### src/hdl/wodo_pkg.sv
// Shared types, constants and microcode table of the wheel odometry integrator.
package wodo_pkg;

   // request and response field widths
   localparam int NowWidth    = 32;
   localparam int RpmWidth    = 20;
   localparam int AgeWidth    = 16;
   localparam int FlagCount   = 5;
   localparam int SeqWidth    = 32;
   localparam int TsWidth     = 32;
   localparam int PosWidth    = 48;
   localparam int SpeedWidth  = 23;
   localparam int ReqBits     = NowWidth + RpmWidth + FlagCount + AgeWidth;
   localparam int ReqDataWidth = ((ReqBits + 7) / 8) * 8;
   localparam int RspBits     = SeqWidth + TsWidth + PosWidth + SpeedWidth + 1;
   localparam int RspDataWidth = ((RspBits + 7) / 8) * 8;

   // configuration registers
   localparam int CsrIndexWidth = 2;
   localparam int CsrDataWidth  = 16;
   localparam int CircWidth     = 12;
   localparam logic [CsrIndexWidth-1:0] CSR_PERIOD = 2'd0;
   localparam logic [CsrIndexWidth-1:0] CSR_STALE  = 2'd1;
   localparam logic [CsrIndexWidth-1:0] CSR_CIRC   = 2'd2;
   localparam logic [15:0] PERIOD_RESET = 16'd20;
   localparam logic [15:0] STALE_RESET  = 16'd100;
   localparam logic [CircWidth-1:0] CIRC_RESET = 12'd200;

   // divide by 960 = shift by 6, then divide by 15 four quotient bits per step
   localparam int PreShift     = 6;
   localparam int DivWidth     = 60;
   localparam int DigitsPerStep = 4;
   localparam int DivSteps     = DivWidth / DigitsPerStep;
   localparam int RemWidth     = 4;
   localparam logic [RemWidth:0] DIVISOR = 5'd15;
   localparam int CntWidth     = $clog2(DivSteps);
   localparam logic [CntWidth-1:0] CNT_START = CntWidth'(DivSteps - 1);

   localparam int ProdWidth  = 32;
   localparam int Prod2Width = 64;
   localparam int IncWidth   = 56;
   localparam logic [15:0] US_PER_MS = 16'd1000;

   typedef enum logic [2:0] {
      OP_NOP,
      OP_TAKE,
      OP_CHECK,
      OP_MUL,
      OP_DIV,
      OP_SPD,
      OP_ACC,
      OP_PUB
   } op_type;

   typedef enum logic [2:0] {
      COND_NONE,
      COND_ALWAYS,
      COND_NO_REQ,
      COND_EARLY,
      COND_CNT_NZ,
      COND_RSP_BUSY
   } cond_type;

   localparam int PcWidth = 4;

   typedef struct packed {
      op_type               op;
      cond_type             cond;
      logic [PcWidth-1:0]   target;
      logic                 cnt_load;
   } ucode_type;

   // datapath status seen by the sequencer
   typedef struct packed {
      logic early;
      logic rsp_busy;
   } dp_status_type;

   localparam logic [PcWidth-1:0] STEP_TAKE    = 4'd0;
   localparam logic [PcWidth-1:0] STEP_DIV_SPD = 4'd3;
   localparam logic [PcWidth-1:0] STEP_DIV_POS = 4'd5;
   localparam logic [PcWidth-1:0] STEP_PUB     = 4'd7;

   function automatic ucode_type ucode_rom(input logic [PcWidth-1:0] pc);
      ucode_type w;
      w = '{op: OP_NOP, cond: COND_ALWAYS, target: STEP_TAKE, cnt_load: 1'b0};
      case (pc)
         4'd0: w = '{op: OP_TAKE,  cond: COND_NO_REQ,   target: STEP_TAKE,    cnt_load: 1'b0};
         4'd1: w = '{op: OP_CHECK, cond: COND_NONE,     target: STEP_TAKE,    cnt_load: 1'b0};
         4'd2: w = '{op: OP_MUL,   cond: COND_EARLY,    target: STEP_TAKE,    cnt_load: 1'b1};
         4'd3: w = '{op: OP_DIV,   cond: COND_CNT_NZ,   target: STEP_DIV_SPD, cnt_load: 1'b0};
         4'd4: w = '{op: OP_SPD,   cond: COND_NONE,     target: STEP_TAKE,    cnt_load: 1'b1};
         4'd5: w = '{op: OP_DIV,   cond: COND_CNT_NZ,   target: STEP_DIV_POS, cnt_load: 1'b0};
         4'd6: w = '{op: OP_ACC,   cond: COND_NONE,     target: STEP_TAKE,    cnt_load: 1'b0};
         4'd7: w = '{op: OP_PUB,   cond: COND_RSP_BUSY, target: STEP_PUB,     cnt_load: 1'b0};
         default: w = '{op: OP_NOP, cond: COND_ALWAYS, target: STEP_TAKE, cnt_load: 1'b0};
      endcase
      return w;
   endfunction

endpackage

### src/hdl/wodo_div.sv
// Serial divide-by-15 unit, four quotient bits per cycle while step is asserted.
module wodo_div (
   input  logic                            clock,
   input  logic                            load,
   input  logic [wodo_pkg::DivWidth-1:0]   dividend,
   input  logic                            step,
   output logic [wodo_pkg::DivWidth-1:0]   quotient
);

   logic [wodo_pkg::DivWidth-1:0] q_ff, q_in;
   logic [wodo_pkg::RemWidth-1:0] r_ff, r_in;

   always_comb begin
      logic [wodo_pkg::RemWidth:0] r5;
      logic                        qbit;
      r5   = '0;
      qbit = 1'b0;
      q_in = q_ff;
      r_in = r_ff;
      if (load) begin
         q_in = dividend;
         r_in = '0;
      end else if (step) begin
         for (int i = 0; i < wodo_pkg::DigitsPerStep; i++) begin
            r5   = {r_in, q_in[wodo_pkg::DivWidth-1]};
            qbit = (r5 >= wodo_pkg::DIVISOR);
            r_in = qbit ? 4'(r5 - wodo_pkg::DIVISOR) : r5[wodo_pkg::RemWidth-1:0];
            q_in = {q_in[wodo_pkg::DivWidth-2:0], qbit};
         end
      end
   end

   always_ff @(posedge clock) begin
      q_ff <= q_in;
      r_ff <= r_in;
   end

   assign quotient = q_ff;

endmodule

### src/hdl/wodo_datapath.sv
// Datapath: config registers, multipliers, accumulator and response register.
module wodo_datapath (
   input  logic                                  clock,
   input  logic                                  reset,
   input  wodo_pkg::op_type                      op,
   output wodo_pkg::dp_status_type               status,
   input  logic                                  csr_wr_en,
   input  logic [wodo_pkg::CsrIndexWidth-1:0]    csr_index,
   input  logic [wodo_pkg::CsrDataWidth-1:0]     csr_wdata,
   input  logic                                  req_tvalid,
   input  logic [wodo_pkg::ReqDataWidth-1:0]     req_tdata,
   output logic                                  rsp_tvalid,
   input  logic                                  rsp_tready,
   output logic [wodo_pkg::RspDataWidth-1:0]     rsp_tdata
);

   localparam int RpmLo = wodo_pkg::NowWidth;
   localparam int FlagLo = RpmLo + wodo_pkg::RpmWidth;
   localparam int AgeLo = FlagLo + wodo_pkg::FlagCount;

   logic [15:0]                      period_ff, period_in;
   logic [15:0]                      stale_ff, stale_in;
   logic [wodo_pkg::CircWidth-1:0]   circ_ff, circ_in;

   logic [wodo_pkg::NowWidth-1:0]    now_ff;
   logic [wodo_pkg::RpmWidth-1:0]    raw_ff;
   logic [wodo_pkg::FlagCount-1:0]   flags_ff;
   logic [wodo_pkg::AgeWidth-1:0]    age_ff;

   logic [wodo_pkg::NowWidth-1:0]    dt_ff;
   logic                             valid_ff;
   logic                             neg_ff;
   logic [wodo_pkg::ProdWidth-1:0]   prod1_ff;
   logic [wodo_pkg::Prod2Width-1:0]  prod2_ff;
   logic [wodo_pkg::SpeedWidth-1:0]  speed_ff;

   logic [wodo_pkg::PosWidth-1:0]    acc_ff, acc_in;
   logic [wodo_pkg::NowWidth-1:0]    last_ff, last_in;
   logic [wodo_pkg::SeqWidth-1:0]    count_ff, count_in;

   logic                             rsp_valid_ff, rsp_valid_in;
   logic [wodo_pkg::RspDataWidth-1:0] rsp_data_ff;

   logic                             take, publish;
   logic [wodo_pkg::RpmWidth-1:0]    rmag;
   logic [wodo_pkg::SeqWidth-1:0]    seq_next;
   logic [wodo_pkg::TsWidth-1:0]     ts;

   logic                             div_load, div_step;
   logic [wodo_pkg::DivWidth-1:0]    div_dividend, quotient;

   logic [wodo_pkg::IncWidth-1:0]    inc, sum;
   logic [wodo_pkg::SpeedWidth:0]    speed_mag;

   assign status.rsp_busy = rsp_valid_ff & ~rsp_tready;
   assign status.early    = (dt_ff < {16'b0, period_ff});

   assign take    = (op == wodo_pkg::OP_TAKE) & req_tvalid;
   assign publish = (op == wodo_pkg::OP_PUB) & ~status.rsp_busy;

   // config
   always_comb begin
      period_in = period_ff;
      stale_in  = stale_ff;
      circ_in   = circ_ff;
      if (csr_wr_en) begin
         case (csr_index)
            wodo_pkg::CSR_PERIOD: period_in = csr_wdata;
            wodo_pkg::CSR_STALE:  stale_in  = csr_wdata;
            wodo_pkg::CSR_CIRC:   circ_in   = csr_wdata[wodo_pkg::CircWidth-1:0];
            default: ;
         endcase
      end
   end

   assign rmag = raw_ff[wodo_pkg::RpmWidth-1] ? (~raw_ff + 1'b1) : raw_ff;

   // shared divider: speed dividend after the first multiply, distance after the second
   assign div_load = (op == wodo_pkg::OP_MUL) | (op == wodo_pkg::OP_SPD);
   assign div_step = (op == wodo_pkg::OP_DIV);
   assign div_dividend = (op == wodo_pkg::OP_MUL) ?
      wodo_pkg::DivWidth'(prod1_ff[wodo_pkg::ProdWidth-1:wodo_pkg::PreShift]) :
      wodo_pkg::DivWidth'(prod2_ff[wodo_pkg::Prod2Width-1:wodo_pkg::PreShift]);

   wodo_div u_div (
      .clock    (clock),
      .load     (div_load),
      .dividend (div_dividend),
      .step     (div_step),
      .quotient (quotient)
   );

   // speed never exceeds the 23-bit range: 2^19 * 4095 / 960 < 2^22
   assign speed_mag = quotient[wodo_pkg::SpeedWidth:0];

   assign inc = neg_ff ? (~quotient[wodo_pkg::IncWidth-1:0] + 1'b1)
                       : quotient[wodo_pkg::IncWidth-1:0];
   assign sum = {{(wodo_pkg::IncWidth-wodo_pkg::PosWidth){acc_ff[wodo_pkg::PosWidth-1]}},
                 acc_ff} + inc;

   always_comb begin
      acc_in = acc_ff;
      if ((op == wodo_pkg::OP_ACC) && valid_ff) begin
         if (sum[wodo_pkg::IncWidth-1:wodo_pkg::PosWidth-1] == '0 ||
             sum[wodo_pkg::IncWidth-1:wodo_pkg::PosWidth-1] == '1) begin
            acc_in = sum[wodo_pkg::PosWidth-1:0];
         end else if (sum[wodo_pkg::IncWidth-1]) begin
            acc_in = {1'b1, {(wodo_pkg::PosWidth-1){1'b0}}};
         end else begin
            acc_in = {1'b0, {(wodo_pkg::PosWidth-1){1'b1}}};
         end
      end
   end

   assign seq_next = (count_ff + 1'b1 == '0) ? wodo_pkg::SeqWidth'(1) : count_ff + 1'b1;
   assign ts = wodo_pkg::TsWidth'(now_ff * wodo_pkg::US_PER_MS);

   always_comb begin
      last_in      = last_ff;
      count_in     = count_ff;
      rsp_valid_in = rsp_valid_ff & ~rsp_tready;
      if (publish) begin
         last_in      = now_ff;
         count_in     = seq_next;
         rsp_valid_in = 1'b1;
      end
   end

   always_ff @(posedge clock) begin
      if (reset) begin
         period_ff    <= wodo_pkg::PERIOD_RESET;
         stale_ff     <= wodo_pkg::STALE_RESET;
         circ_ff      <= wodo_pkg::CIRC_RESET;
         acc_ff       <= '0;
         last_ff      <= '0;
         count_ff     <= '0;
         rsp_valid_ff <= 1'b0;
      end else begin
         period_ff    <= period_in;
         stale_ff     <= stale_in;
         circ_ff      <= circ_in;
         acc_ff       <= acc_in;
         last_ff      <= last_in;
         count_ff     <= count_in;
         rsp_valid_ff <= rsp_valid_in;
      end
   end

   always_ff @(posedge clock) begin
      if (take) begin
         now_ff   <= req_tdata[RpmLo-1:0];
         raw_ff   <= req_tdata[FlagLo-1:RpmLo];
         flags_ff <= req_tdata[AgeLo-1:FlagLo];
         age_ff   <= req_tdata[AgeLo+wodo_pkg::AgeWidth-1:AgeLo];
      end
      if (op == wodo_pkg::OP_CHECK) begin
         dt_ff    <= now_ff - last_ff;
         valid_ff <= (&flags_ff) && (age_ff <= stale_ff) && (circ_ff != '0);
         neg_ff   <= raw_ff[wodo_pkg::RpmWidth-1];
         prod1_ff <= wodo_pkg::ProdWidth'(rmag) * wodo_pkg::ProdWidth'(circ_ff);
      end
      if (op == wodo_pkg::OP_MUL) begin
         prod2_ff <= wodo_pkg::Prod2Width'(prod1_ff) * wodo_pkg::Prod2Width'(dt_ff);
      end
      if (op == wodo_pkg::OP_SPD) begin
         if (!valid_ff) begin
            speed_ff <= '0;
         end else if (neg_ff) begin
            speed_ff <= wodo_pkg::SpeedWidth'(~speed_mag + 1'b1);
         end else begin
            speed_ff <= speed_mag[wodo_pkg::SpeedWidth-1:0];
         end
      end
      if (publish) begin
         rsp_data_ff <= wodo_pkg::RspDataWidth'({valid_ff, speed_ff, acc_ff, ts, seq_next});
      end
   end

   assign rsp_tvalid = rsp_valid_ff;
   assign rsp_tdata  = rsp_data_ff;

endmodule

### src/hdl/wodo_sequencer.sv
// Microcode sequencer: step counter, control ROM, loop counter and jump logic.
module wodo_sequencer (
   input  logic                        clock,
   input  logic                        reset,
   input  logic                        req_tvalid,
   input  wodo_pkg::dp_status_type     status,
   output wodo_pkg::op_type            op
);

   logic [wodo_pkg::PcWidth-1:0]  pc_ff, pc_in;
   logic [wodo_pkg::CntWidth-1:0] cnt_ff, cnt_in;
   wodo_pkg::ucode_type           uw;
   logic                          jump;

   assign uw = wodo_pkg::ucode_rom(pc_ff);
   assign op = uw.op;

   always_comb begin
      case (uw.cond)
         wodo_pkg::COND_NONE:     jump = 1'b0;
         wodo_pkg::COND_ALWAYS:   jump = 1'b1;
         wodo_pkg::COND_NO_REQ:   jump = ~req_tvalid;
         wodo_pkg::COND_EARLY:    jump = status.early;
         wodo_pkg::COND_CNT_NZ:   jump = (cnt_ff != '0);
         wodo_pkg::COND_RSP_BUSY: jump = status.rsp_busy;
         default:                 jump = 1'b1;
      endcase
   end

   always_comb begin
      pc_in  = jump ? uw.target : pc_ff + 1'b1;
      cnt_in = cnt_ff;
      if (uw.cnt_load) begin
         cnt_in = wodo_pkg::CNT_START;
      end else if (uw.op == wodo_pkg::OP_DIV) begin
         cnt_in = cnt_ff - 1'b1;
      end
   end

   always_ff @(posedge clock) begin
      if (reset) begin
         pc_ff  <= wodo_pkg::STEP_TAKE;
         cnt_ff <= '0;
      end else begin
         pc_ff  <= pc_in;
         cnt_ff <= cnt_in;
      end
   end

endmodule

### src/hdl/wheel_odometry_integrator_top.sv
// Top level of the wheel odometry integrator.
//
// One request per millisecond tick: time stamp, signed wheel speed, health flags
// and sample age. When at least period_ms has passed since the last publish, one
// response carries sequence number, time in us, integrated distance in um, speed
// in mm/s and a valid flag; otherwise the request produces no response.
// A request is accepted only while the sequencer sits at its fetch step. An early
// request is dropped at the multiply step and the sequencer returns to fetch. A
// publishing request passes the check, multiply, divide, speed, divide and
// accumulate steps before its publish step writes the response register; each of
// the two serial divide-by-15 passes takes four quotient bits a cycle.
// An idle step follows; no request is taken before the last is done. The response
// sits in an output register; if the receiver stalls with a response still
// pending, the sequencer holds at its publish step until the register frees.
// Reset (synchronous) clears distance, last publish time and count and restores
// the config defaults (20 ms, 100 ms, 200 mm).
// Config writes (csr_wr_en, csr_index, csr_wdata) take effect at once.
module wheel_odometry_integrator_top (
   input  logic                                clock,
   input  logic                                reset,
   input  logic                                csr_wr_en,
   input  logic [wodo_pkg::CsrIndexWidth-1:0]  csr_index,
   input  logic [wodo_pkg::CsrDataWidth-1:0]   csr_wdata,
   input  logic                                req_tvalid,
   output logic                                req_tready,
   // now_ms[31:0], wheel_rpm_q4[51:32], balance_present[52], wheel_present[53],
   // motor_online[54], left_motor_ok[55], right_motor_ok[56], sample_age_ms[72:57]
   input  logic [wodo_pkg::ReqDataWidth-1:0]   req_tdata,
   output logic                                rsp_tvalid,
   input  logic                                rsp_tready,
   // sequence_number[31:0], stamp_us[63:32], position_um[111:64],
   // speed_mm_s[134:112], odometry_valid[135]
   output logic [wodo_pkg::RspDataWidth-1:0]   rsp_tdata
);

   wodo_pkg::op_type        op;
   wodo_pkg::dp_status_type status;

   assign req_tready = (op == wodo_pkg::OP_TAKE);

   wodo_sequencer u_seq (
      .clock      (clock),
      .reset      (reset),
      .req_tvalid (req_tvalid),
      .status     (status),
      .op         (op)
   );

   wodo_datapath u_dp (
      .clock      (clock),
      .reset      (reset),
      .op         (op),
      .status     (status),
      .csr_wr_en  (csr_wr_en),
      .csr_index  (csr_index),
      .csr_wdata  (csr_wdata),
      .req_tvalid (req_tvalid),
      .req_tdata  (req_tdata),
      .rsp_tvalid (rsp_tvalid),
      .rsp_tready (rsp_tready),
      .rsp_tdata  (rsp_tdata)
   );

endmodule

### config.mk
export PLATFORM = sky130hd
export DESIGN_NAME = wheel_odometry_integrator_top
export DESIGN_NICKNAME = d
export VERILOG_FILES = /design/src/hdl/wodo_pkg.sv /design/src/hdl/wodo_div.sv /design/src/hdl/wodo_datapath.sv /design/src/hdl/wodo_sequencer.sv /design/src/hdl/wheel_odometry_integrator_top.sv
export SDC_FILE = /design/constraint.sdc
export NUM_CORES = 2
export LEC_CHECK = 0
export BUFFER_PORTS_ARGS = -buffer_cell sky130_fd_sc_hd__buf_2
export CAP_MARGIN = 25
export CORE_MARGIN = 4
export CORE_UTILIZATION = 35
export DETAILED_ROUTE_END_ITERATION = 7
export PLACE_DENSITY = 0.54
export SYNTH_ARGS = -nofsm -noshare
export SYNTH_HDL_FRONTEND = slang
export SYNTH_SLANG_ARGS = --single-unit
### constraint.sdc
create_clock -name clock -period 16.15 [get_ports clock]
set_clock_uncertainty 0.15 [all_clocks]
set_input_delay 0 -clock clock [delete_from_list [all_inputs] [get_ports clock]]
set_output_delay 0 -clock clock [all_outputs]
set_load 0.1 [all_outputs]
==> impl_metrics.ini <==
[hold_path]
min_path_cells = 4
hold_class = in -> reg

[clock_network]
insertion_delay_ps = 690
clk_pin_slew_ps = 60
cts-htree-levels = 3
cts_root_buf = clkbuf_16
cts.sinks = 591
clockBufferDepth = 3
tritoncts = yes
cts_resized = 0
cts_buffers = 71

[floorplan]
dieArea_sq_um = 211000
core_area_sq_um = 203000
initial_utilization_pct = 35.2
core.rowCount = 165
die_y_um = 459
die_w_um = 459
ios = 241

[yosys]
ys_ff_latch = 591
syn-cell-area_sq_um = 71300
yosysSeqAreaShare_pct = 22.4
synth_xor_area_share_pct = 3.76
yosys_most_used_dff = edfxtp_1
synthArstFlopShare_pct = 0
synth_top_area_cell = fa_1
synth_top_family_by_area = adder cells
synth_compound_area_share_pct = 7.34
synth-edff-count = 413
avgSynthCellArea_sq_um = 9.74
synthSimpleGateAreaFrac_pct = 15.6
synth_warnings = 0
synth.area.mux_share_pct = 0.470
synth_area_leaders = fa_1 33%, edfxtp_1 17%, ha_1 9.0%, inv_1 6.7%, and2_1 6.1%
ys_types = 79
synth_top_area_share_pct = 32.8
synthCells = 7325
synth_fa_ha_area_share_pct = 41.8

[route]
drtAntennaViolNets = 0
wl_um = 188000
drc = 0
avgRoutedWirePerCell_um = 18.2
vias_per_cell = 4.93
num_vias = 50900
drt-initial-drc-count = 2935
drt_pass1_iterations = 6

[critical_path]
cpMostUsedCell = fa_1
worstPathMaxFanout = 33
crit_buf_inv = 7
path_delay_family = adder cells
critPathKind = reg -> reg
cp.depth = 28
crit_path_end_kind = register
cp.arrival_ps = 9930
slowest_stage = nor4_1
r2r_cells = 28
slowest_delay_ps = 720
start_kind = register
cp.required_ps = 16390

[global_routing]
met1_usage_pct = 25.1
met2_usage_pct = 28.9
grt.overflow.total = 0
grt_use_met3_pct = 3.21
grt_pass1_vias = 53500
grt.busiest_layer = met2
grt_max_degree = 118
grtUsageTotal_pct = 18.0
grt_pass1_wl_um = 300000
antenna_found_initial = 5

[sta]
rsz0062_at_grt = false
finalSetupViolCount = 0
worstMarginPinSlew_ps = 1030
fmax_mhz = 103
tns_ps = 0
period_needed_ps = 9690
fin_crit_sh_pct = 60.0
drv_slew = 0
finalHoldViolCount = 0
relSlewSlack_pct = 31.2

[final_layout]
multi_input_area_sq_um = 49200
fillCellCount = 19900
mostFrequentLayoutCells = 1279 x inv_1, 1168 x fa_1, 963 x nand2_1
final_common_cell = inv_1
drive_above_1_share_pct = 6.57
areaGrowthSynthToFinish_pct = 11.6
register_area_sq_um = 16000
fin_nets = 9375

[outcome]
status = finished, final reports clean

[run]
cap_violations = 0

[placement]
port_buffers = 230
routabilityCongestion = 0.859
hpwl_um = 137000
state kept, by name, summed over array words and instances, names as in the netlist, 20 cells and up, named ones only:
signal               cells
u_dp.rsp_tdata         133
u_dp.speed_ff           23
u_dp.raw_ff             20
u_dp.last_ff            32
u_dp.dt_ff              32
u_dp.count_ff           32
u_dp.acc_ff             48
u_dp.prod1_ff           32
u_dp.now_ff             32
u_dp.u_div.quotient     60
u_dp.prod2_ff           58
final cells by class:
cell class,count,share of cell area (%)
Antenna cell,2,0.00629
Inverter,1282,6.05
Clock buffer,91,2.37
Sequential cell,591,20.1
Timing Repair Buffer,533,4.92
Tap cell,2672,4.20
Clock inverter,38,0.553
Multi-Input combinational cell,5109,61.8
layer usage:
metal	part of all wire, %	routed length, um
met1	46	86000
met2	46	85400
met3	6.1	11500
met4	2.5	4770
met5	0.029	54
Yosys cell counts (19+ instances only):
cell      count
inv_1      1280
fa_1       1168
nand2_1     963
and2_1      697
ha_1        516
edfxtp_1    413
clkbuf_1    327
a21oi_1     254
xnor2_1     220
nor2_1      206
o21ai_0     191
dfxtp_1     178
a21o_1       86
xor2_1       86
nand3_1      73
nor3_1       73
nor2b_1      39
nand4_1      37
and3_1       35
a22o_1       34
a31oi_1      33
o21a_1       32
o31ai_1      32
nand2b_1     31
or3_1        30
mux2i_1      29
a211oi_1     20
o21bai_1     20
nor4_1       19
repair_timing:
| action | 4_1_cts | 5_1_grt |
|---|---|---|
| hold endpoints to repair | 238 | 0 |
| hold buffers | 195 | 0 |
| setup buffers | 0 | 0 |
logic make-up (layout without fill, tap and decap cells):
kind of cell / after synthesis / count (layout)
buffers and inverters: 1627 / 1944
AOI/OAI and AO/OA: 825 / 825
adders and majority gates: 1684 / 1684
and+or+nand+nor: 2258 / 2258
xor gates and xnor gates: 306 / 306
muxes: 33 / 33
other: 1 / 5
DFF: 591 / 591
tightest hold or removal path, stage by stage:
cell and delay (ps):
dlygate4sd3_1 520, buf_2 90, nand2b_1 280, a21oi_1 110
path summary, 6_finish.rpt:
path                                                startpoint                       endpoint  slack (ps)
worst min-delay path                                rsp_tready     u_dp.rsp_tvalid$_SDFF_PP0_         230
worst max-delay path                  u_dp.dt_ff[17]$_DFFE_PN_    u_dp.prod2_ff[62]$_DFFE_PP_        6460
worst max register to register        u_dp.dt_ff[17]$_DFFE_PN_    u_dp.prod2_ff[62]$_DFFE_PP_        6460
worst min register to register  u_dp.speed_ff[3]$_SDFFCE_PN0N_  u_dp.rsp_tdata[115]$_DFFE_PP_         270
metrics by stage:
step                instance area (sq um)  setup slack (ps)  hold slack [ps]  util, %  cells
floorplan                           71400              7960            -51.1        -   7327
global placement                    75300              6510             27.9     37.2   9990
detailed placement                  75300              6480             28.1     37.2   9992
CTS                                 79600              6430              144     39.3  10300
global route                        79600              5910              222     39.3  10300
finish                              79600              6460              234     39.3  10300
Power is not shown: default switching activity piles up to over one toggle a cycle in this logic, so the estimate is an artifact.
